$ cat src/design/swtm_pkg.sv
// Package for the sorted-window trimmed mean filter.
// Holds the window geometry, fixed-point constants and the sequencer state type.
// No dependencies.
`timescale 1ns / 1ps

package swtm_pkg;

   // Window geometry
   localparam int WINDOW   = 12;
   localparam int IDX_W    = $clog2(WINDOW);
   localparam int SAMPLE_W = 24;

   // Most negative sample, used to pre-fill the sorter so that it ranks below everything
   localparam logic signed [SAMPLE_W-1:0] SAMPLE_MIN = {1'b1, {(SAMPLE_W-1){1'b0}}};

   // Last window position and the last value of the insertion count per transaction
   localparam logic [IDX_W-1:0] LAST_IDX  = IDX_W'(WINDOW - 1);
   localparam logic [IDX_W-1:0] LAST_READ = IDX_W'(WINDOW - 2);

   // Accumulator widths of the weighted sum (magnitude up to 36 * 2^23)
   localparam int PART_W = SAMPLE_W + 2;   // sum of three samples
   localparam int PAIR_W = SAMPLE_W + 1;   // sum of two samples
   localparam int MID_W  = SAMPLE_W + 3;   // sum of six samples, and 2*pair + pair
   localparam int ACC_W  = SAMPLE_W + 6;   // full weighted sum
   localparam int MAG_W  = ACC_W - 3;      // magnitude divided by four

   // Division by nine as a multiplication by ceil(2^33 / 9), exact below 2^33
   localparam int               RECIP_SHIFT = 33;
   localparam int               RECIP_W     = 30;
   localparam logic [RECIP_W-1:0] RECIP_NINE = 30'd954437177;
   localparam int               PROD_W      = MAG_W + RECIP_W;

   // Sequencer states
   typedef enum logic [2:0] {
      ST_IDLE,
      ST_SORT,
      ST_SUM,
      ST_MERGE,
      ST_TOTAL,
      ST_ABS,
      ST_MUL,
      ST_DONE
   } state_type;

endpackage

$ cat src/design/sorted_window_trimmed_mean.sv
// Sorted-window trimmed mean filter: top level.
// Depends on swtm_pkg for window geometry, fixed-point constants and states.
`timescale 1ns / 1ps

// Usage
// -----
// The req_ channel takes one signed 24-bit sample per transaction. The block
// keeps the twelve most recent samples, ranks them in descending order and
// returns on the rsp_ channel one weighted trimmed mean per transaction:
// (5*(r3+..+r8) + 2*(r1+r10) + (r2+r9)) / 36, truncated toward zero.
// The history sits in a twelve-entry memory with a registered read port. A
// transaction writes the new sample and then reads the eleven other stored
// samples one per cycle into a register insertion sorter. Registered steps of
// summing, taking the magnitude and dividing by 36 follow before rsp_tvalid
// rises. The block works on one sample at a time: req_tready is high only
// while it is idle, so it takes no new sample until the last one's result is
// in the output register. The result waits there, so a new sample is taken
// while rsp_tvalid is still pending; if the receiver stalls for longer, the
// next result holds in the final state until the output register is free.
// Reset clears the history to zero and empties the output register.
module sorted_window_trimmed_mean (
   input  logic                          clock,
   input  logic                          reset,
   // Sample channel
   input  logic                          req_tvalid,
   output logic                          req_tready,
   input  logic [swtm_pkg::SAMPLE_W-1:0] req_tdata,   // [23:0] sample
   // Result channel
   output logic                          rsp_tvalid,
   input  logic                          rsp_tready,
   output logic [swtm_pkg::SAMPLE_W-1:0] rsp_tdata    // [23:0] filtered
);

   import swtm_pkg::*;

   // Sequencer
   state_type state_ff, state_in;
   logic      req_accept;
   logic      sort_load;
   logic      sort_insert;
   logic      out_load;
   logic      out_free;

   // History memory with one valid bit per entry (invalid reads as zero)
   logic signed [SAMPLE_W-1:0] hist_mem [WINDOW];
   logic [WINDOW-1:0]          hist_vld_ff;
   logic [IDX_W-1:0]           wr_ptr_ff;
   logic [IDX_W-1:0]           rd_ptr_ff;
   logic [IDX_W-1:0]           rd_addr;
   logic [IDX_W-1:0]           ins_cnt_ff;
   logic signed [SAMPLE_W-1:0] rd_data_ff;
   logic                       rd_vld_ff;
   logic signed [SAMPLE_W-1:0] ins_value;

   // Insertion sorter, descending
   logic signed [SAMPLE_W-1:0] sort_ff [WINDOW];
   logic signed [SAMPLE_W-1:0] sort_in [WINDOW];
   logic [WINDOW-1:0]          sort_ge;

   // Arithmetic pipeline
   logic signed [PART_W-1:0] part_hi_ff, part_lo_ff;
   logic signed [PAIR_W-1:0] pair_near_ff, pair_far_ff;
   logic signed [MID_W-1:0]  mid_ff, edge_ff;
   logic signed [ACC_W-1:0]  acc_ff;
   logic signed [ACC_W-1:0]  acc_abs;
   logic [MAG_W-1:0]         mag_ff;
   logic                     neg_abs_ff, neg_mul_ff;
   logic [PROD_W-1:0]        prod_ff;
   logic [SAMPLE_W-1:0]      quot;
   logic [SAMPLE_W-1:0]      result;

   // Output register
   logic                rsp_vld_ff;
   logic [SAMPLE_W-1:0] rsp_data_ff;

   function automatic logic [IDX_W-1:0] ptr_next(input logic [IDX_W-1:0] ptr);
      logic [IDX_W-1:0] nxt;
      nxt = (ptr == LAST_IDX) ? '0 : ptr + 1'b1;
      return nxt;
   endfunction

   assign out_free = !rsp_vld_ff || rsp_tready;

   // Next state
   always_comb begin
      state_in = state_ff;
      unique case (state_ff)
         ST_IDLE:  if (req_tvalid) state_in = ST_SORT;
         ST_SORT:  if (ins_cnt_ff == LAST_READ) state_in = ST_SUM;
         ST_SUM:   state_in = ST_MERGE;
         ST_MERGE: state_in = ST_TOTAL;
         ST_TOTAL: state_in = ST_ABS;
         ST_ABS:   state_in = ST_MUL;
         ST_MUL:   state_in = ST_DONE;
         ST_DONE:  if (out_free) state_in = ST_IDLE;
         default:  state_in = ST_IDLE;
      endcase
   end

   // Sequencer outputs
   always_comb begin
      req_tready  = 1'b0;
      sort_load   = 1'b0;
      sort_insert = 1'b0;
      out_load    = 1'b0;
      rd_addr     = rd_ptr_ff;
      unique case (state_ff)
         ST_IDLE: begin
            req_tready = 1'b1;
            sort_load  = req_tvalid;
            rd_addr    = ptr_next(wr_ptr_ff);
         end
         ST_SORT: sort_insert = 1'b1;
         ST_DONE: out_load = out_free;
         default: ;
      endcase
   end

   assign req_accept = req_tvalid && req_tready;

   always_ff @(posedge clock) begin
      if (reset) begin
         state_ff <= ST_IDLE;
      end else begin
         state_ff <= state_in;
      end
   end

   // Pointers: the new sample replaces the oldest entry, then the rest are read in turn
   always_ff @(posedge clock) begin
      if (reset) begin
         wr_ptr_ff   <= '0;
         hist_vld_ff <= '0;
      end else if (req_accept) begin
         wr_ptr_ff              <= ptr_next(wr_ptr_ff);
         hist_vld_ff[wr_ptr_ff] <= 1'b1;
      end
   end

   always_ff @(posedge clock) begin
      if (req_accept) begin
         rd_ptr_ff  <= ptr_next(ptr_next(wr_ptr_ff));
         ins_cnt_ff <= '0;
      end else if (sort_insert) begin
         rd_ptr_ff  <= ptr_next(rd_ptr_ff);
         ins_cnt_ff <= ins_cnt_ff + 1'b1;
      end
   end

   // History memory: one write and one registered read per cycle
   always_ff @(posedge clock) begin
      if (req_accept) begin
         hist_mem[wr_ptr_ff] <= signed'(req_tdata);
      end
      rd_data_ff <= hist_mem[rd_addr];
      rd_vld_ff  <= hist_vld_ff[rd_addr];
   end

   assign ins_value = rd_vld_ff ? rd_data_ff : '0;

   // Insertion of one value into the descending sorted registers
   always_comb begin
      for (int k = 0; k < WINDOW; k++) begin
         sort_ge[k] = (sort_ff[k] >= ins_value);
      end
      sort_in[0] = sort_ge[0] ? sort_ff[0] : ins_value;
      for (int k = 1; k < WINDOW; k++) begin
         if (sort_ge[k]) begin
            sort_in[k] = sort_ff[k];
         end else if (sort_ge[k-1]) begin
            sort_in[k] = ins_value;
         end else begin
            sort_in[k] = sort_ff[k-1];
         end
      end
   end

   always_ff @(posedge clock) begin
      if (sort_load) begin
         sort_ff[0] <= signed'(req_tdata);
         for (int k = 1; k < WINDOW; k++) begin
            sort_ff[k] <= SAMPLE_MIN;
         end
      end else if (sort_insert) begin
         sort_ff <= sort_in;
      end
   end

   // Weighted sum in three registered steps; it settles while the sorter holds still
   always_ff @(posedge clock) begin
      part_hi_ff   <= PART_W'(sort_ff[3]) + PART_W'(sort_ff[4]) + PART_W'(sort_ff[5]);
      part_lo_ff   <= PART_W'(sort_ff[6]) + PART_W'(sort_ff[7]) + PART_W'(sort_ff[8]);
      pair_near_ff <= PAIR_W'(sort_ff[1]) + PAIR_W'(sort_ff[10]);
      pair_far_ff  <= PAIR_W'(sort_ff[2]) + PAIR_W'(sort_ff[9]);
      mid_ff       <= MID_W'(part_hi_ff) + MID_W'(part_lo_ff);
      edge_ff      <= (MID_W'(pair_near_ff) <<< 1) + MID_W'(pair_far_ff);
      acc_ff       <= (ACC_W'(mid_ff) <<< 2) + ACC_W'(mid_ff) + ACC_W'(edge_ff);
   end

   // Magnitude over four, then division by nine through the reciprocal
   assign acc_abs = acc_ff[ACC_W-1] ? -acc_ff : acc_ff;

   always_ff @(posedge clock) begin
      mag_ff     <= acc_abs[ACC_W-2:2];
      neg_abs_ff <= acc_ff[ACC_W-1];
      prod_ff    <= PROD_W'(mag_ff) * PROD_W'(RECIP_NINE);
      neg_mul_ff <= neg_abs_ff;
   end

   // Quotient and sign restored, truncating toward zero
   assign quot   = prod_ff[RECIP_SHIFT +: SAMPLE_W];
   assign result = neg_mul_ff ? (~quot + 1'b1) : quot;

   // Output register, freed when the receiver takes the transaction
   always_ff @(posedge clock) begin
      if (reset) begin
         rsp_vld_ff <= 1'b0;
      end else if (out_load) begin
         rsp_vld_ff <= 1'b1;
      end else if (rsp_tready) begin
         rsp_vld_ff <= 1'b0;
      end
   end

   always_ff @(posedge clock) begin
      if (out_load) begin
         rsp_data_ff <= result;
      end
   end

   assign rsp_tvalid = rsp_vld_ff;
   assign rsp_tdata  = rsp_data_ff;

endmodule

$ cat config.mk
export PLATFORM = sky130hd
export DESIGN_NAME = sorted_window_trimmed_mean
export DESIGN_NICKNAME = d
export VERILOG_FILES = /design/src/design/swtm_pkg.sv /design/src/design/sorted_window_trimmed_mean.sv
export SDC_FILE = /design/constraint.sdc
export NUM_CORES = 2
export LEC_CHECK = 0
export ABC_AREA = 1
export ABC_CLOCK_PERIOD_IN_PS = 6340
export BUFFER_PORTS_ARGS = -buffer_cell sky130_fd_sc_hd__clkbuf_2
export CELL_PAD_IN_SITES_DETAIL_PLACEMENT = 1
export CELL_PAD_IN_SITES_GLOBAL_PLACEMENT = 1
export CORE_MARGIN = 8
export CORE_UTILIZATION = 49
export DETAILED_ROUTE_END_ITERATION = 10
export PLACE_DENSITY_LB_ADDON = 0.1
export SETUP_SLACK_MARGIN = 0.05
export SYNTH_ARGS = -nofsm -noshare
export SYNTH_HDL_FRONTEND = slang
export SYNTH_SLANG_ARGS = --single-unit
$ cat constraint.sdc
create_clock -name clock -period 6.34 [get_ports clock]
set_clock_uncertainty 0.2 [all_clocks]
set_input_delay 0.951 -clock clock [delete_from_list [all_inputs] [get_ports clock]]
set_output_delay 0.951 -clock clock [all_outputs]
set_load 0.01 [all_outputs]
==> out/qor.csv <==
stage;metric;value;unit
run_status;status;finished clean;
worst_setup_path;critical_path.endpoint_type;flop;
die;floorplan.rows;129;
drt;antenna_left;0;
worst_setup_path;timing.critical_path.slowest_cell_delay;580;ps
finish;final.fill_count;14980;
worst_setup_path;critPathBufInv;8;
logic_synthesis;yosysWarnings;0;
placed_design;place.detailed.hpwl;175700;um
clock_network;clk_pin_slew_worst_paths;60;ps
drt;routed-via-count;53260;
worst_setup_path;crit_path_top_delay_cell;fa_2;
logic_synthesis;post_synth_instance_area;60430;um2
die;total_core_area;123000;um2
logic_synthesis;synth_sequential_area_ratio;0.3439;
timing;setup_viol;0;
logic_synthesis;synth_area_per_cell;7.966;um2
worst_hold_path;worst_hold_path.num_cells;0;
worst_setup_path;crit-reg2reg-capture;prod_ff[50];
worst_setup_path;worstSetupPathType;reg2reg;
timing;slew_headroom;0.1407;
timing;period_minus_slack;6075;ps
global_routing;grt.overflow.total;0;
logic_synthesis;share_of_async_settable_or_async_resettable_flops_after_synthesis;0;
finish;drive_gt1_frac;0.05783;
timing;portion_of_the_clock_cycle_consumed_by_the_worst_path_in_the_final_layout;0.9583;
logic_synthesis;synth.net_count;8568;
logic_synthesis;synth.cells.most_frequent;nand2_1, nor2_1, inv_1, ha_1, dfxtp_1;
clock_network;clock_sink_count;868;
die;io_pins;54;
clock_network;clock_tree_from_tritoncts;built;
placed_design;buffer_ports.inserted;53;
drt;drt_iter0_drc;3990;
timing;fin_tns_setup;0;ps
drt;remaining_drc_errors;0;
worst_setup_path;crit_path_cell_chain;inv_1, fa_1, inv_1, ha_1, inv_1, fa_2, fa_2, inv_1, fa_1, inv_1, fa_1, fa_1, inv_1, ha_4, a21oi_2, buf_4, o21a_1, o21ai_0, inv_1, nor3_1, nor3_1, nand3_1, nand2_1, nand2_1;
logic_synthesis;synth_top_area_share;0.1749;
clock_network;cts_hold_buffers;0;
worst_hold_path;min_from;pair_far_ff[0];
clock_network;cts.root.buffer_cell;clkbuf_16;
worst_setup_path;crit_arrival;6470;ps
drt;detail_route.wl_per_cell;24.42;um
drt;viasPerCell;5.673;
clock_network;ctsHtreeMaxLevel;3;
die;die_height;367.2;um
logic_synthesis;cells_after_synth;7585;
worst_setup_path;r2r_start;mag_ff[18];
worst_setup_path;cp_top_family;adder cells;
logic_synthesis;synthDistinctLibCells;50;
worst_setup_path;crit_path_max_fanout;4;
worst_setup_path;timing.reg2reg.setup_slack;260;ps
timing;worst_pin_slew;1275;ps
worst_setup_path;critical-path-top-cell-by-count;inv_1;
clock_network;worst_skew_pair.late_latency;770;ps
global_routing;globalRouteTotalUtil;0.3317;
global_routing;first_global_vias;55880;
logic_synthesis;synth_top_flop_cell;dfxtp_1;
worst_hold_path;worst_hold_check_path_type;reg2reg;
drt;drt_wl_total;229300;um
logic_synthesis;synth_most_common_cell;nand2_1;
timing;rsz_0062_raised_after_global_routing;yes;
timing;timing.final.max_slew_violations;0;
die;fp.dieArea;134800;um2
logic_synthesis;synth.top_cells.by_area;dfxtp_1, edfxtp_1, ha_1, nand2_1, fa_1;
clock_network;clockBufferDepth;3;
global_routing;grt_pass1_wl;343600;um
logic_synthesis;synth.ff_latch_count;868;
finish;final_nets;8645;
clock_network;numCtsBuffers;99;
job;max_cap_violations;0;
placed_design;gp_congestion;0.9765;
finish;synthToLayoutAreaGrowth;10.46;%
logic_synthesis;dominant_cell_type_by_area_after_synthesis;dfxtp_1;
timing;hold_viol_final;0;
global_routing;maximum_number_of_pins_on_one_net_before_global_route_repair;91;
worst_hold_path;holdPathEnd;edge_ff[0];
die;initial_utilization;0.4913;
timing;maxClockFrequency;0.1646;GHz
worst_setup_path;critPathRequiredTime;6740;ps
drt;drt_first_pass_iters;5;
logic_synthesis;number_of_enable_type_register_cells_in_the_synthesized_netlist;340;
global_routing;grt_antenna_before_repair;21;
die;die_width;367.2;um
worst_setup_path;start_kind;flop;
finish;post_route_core_utilization;0.5427;
worst_setup_path;reg2reg_depth;24;
==> flip-flops by register name, summed over array words and instances, names as in the netlist, 12 cells and up <==
signal        count
acc_ff           30
part_hi_ff       26
prod_ff          24
mid_ff           27
edge_ff          27
sort_ff         264
pair_near_ff     25
hist_vld_ff      12
rd_data_ff       24
pair_far_ff      25
mag_ff           27
part_lo_ff       26
hist_mem        288
rsp_tdata        24
==> cell families after synthesis <==
kind of cell	synth area share
compound gates	0.09629
xor+xnor	0.03377
fa+ha+maj	0.2325
buf+inv	0.07757
flops	0.3439
simple gates	0.2159
==> area by class of cell <==
class / count / area, um2 / share of cell area
tap: 1637 / 2048 / 0.03069
sequential: 868 / 20790 / 0.3115
multi-input combinational: 5499 / 35310 / 0.5290
inverter: 1013 / 3810 / 0.05708
timing repair buffer: 181 / 1226 / 0.01837
antenna: 4 / 10.01 / 0.0001500
clock buffer: 126 / 2679 / 0.04013
clock inverter: 60 / 872.1 / 0.01307
==> cells in the final DEF, fill, tap and decap left out, drive strengths merged, types with 220 or more instances in the layout <==
master  synthesis  final
inv           989    991
fa            280    280
nor2         1110   1110
edfxtp        340    340
o21ai         389    389
a21oi         402    402
dfxtp         528    528
nand2        1686   1686
ha            675    675
nand3         220    220
==> per-stage QoR <==
stage	worst slack (ps)	instances	cell area (um2)	hold slack, ps
2_1_floorplan	605.5	7585	60430	109.6
3_3_place_gp	141.7	9197	62960	161.3
3_5_place_dp	118.6	9197	62960	160.4
4_1_cts	99.31	9383	66510	171.5
5_1_grt	10.00	9387	66750	181.4
6_report	264.5	9388	66750	173.5
==> timing repair <==
action / CTS / global route
setup buffers: 0 / 1
hold endpoints to repair: 0 / 0
setup endpoints to repair: 0 / 24
resized for setup: 0 / 61
==> metal layers <==
metal / global-route usage / routed length (um) / vias to the layer above
met1: 0.4356 / 97940 / 26290
met3: 0.04954 / 13470 / 534
li1: - / - / 24750
met5: 0 / 69 / -
met2: 0.5364 / 104700 / 1669
met4: 0.1606 / 13060 / 10
==> worst max-delay path by stage <==
stage                from           to  cells past startpoint
2_1_floorplan  mag_ff[18]  prod_ff[47]                     24
3_5_place_dp   mag_ff[18]  prod_ff[37]                     24
4_1_cts        mag_ff[18]  prod_ff[56]                     24
5_1_grt        mag_ff[18]  prod_ff[47]                     25
6_report       mag_ff[18]  prod_ff[50]                     24
3_3_place_gp   mag_ff[18]  prod_ff[37]                     24
Power is left out: the tool's default activity adds up to more than one toggle a clock period on the data nets, which glitch-free logic cannot reach.
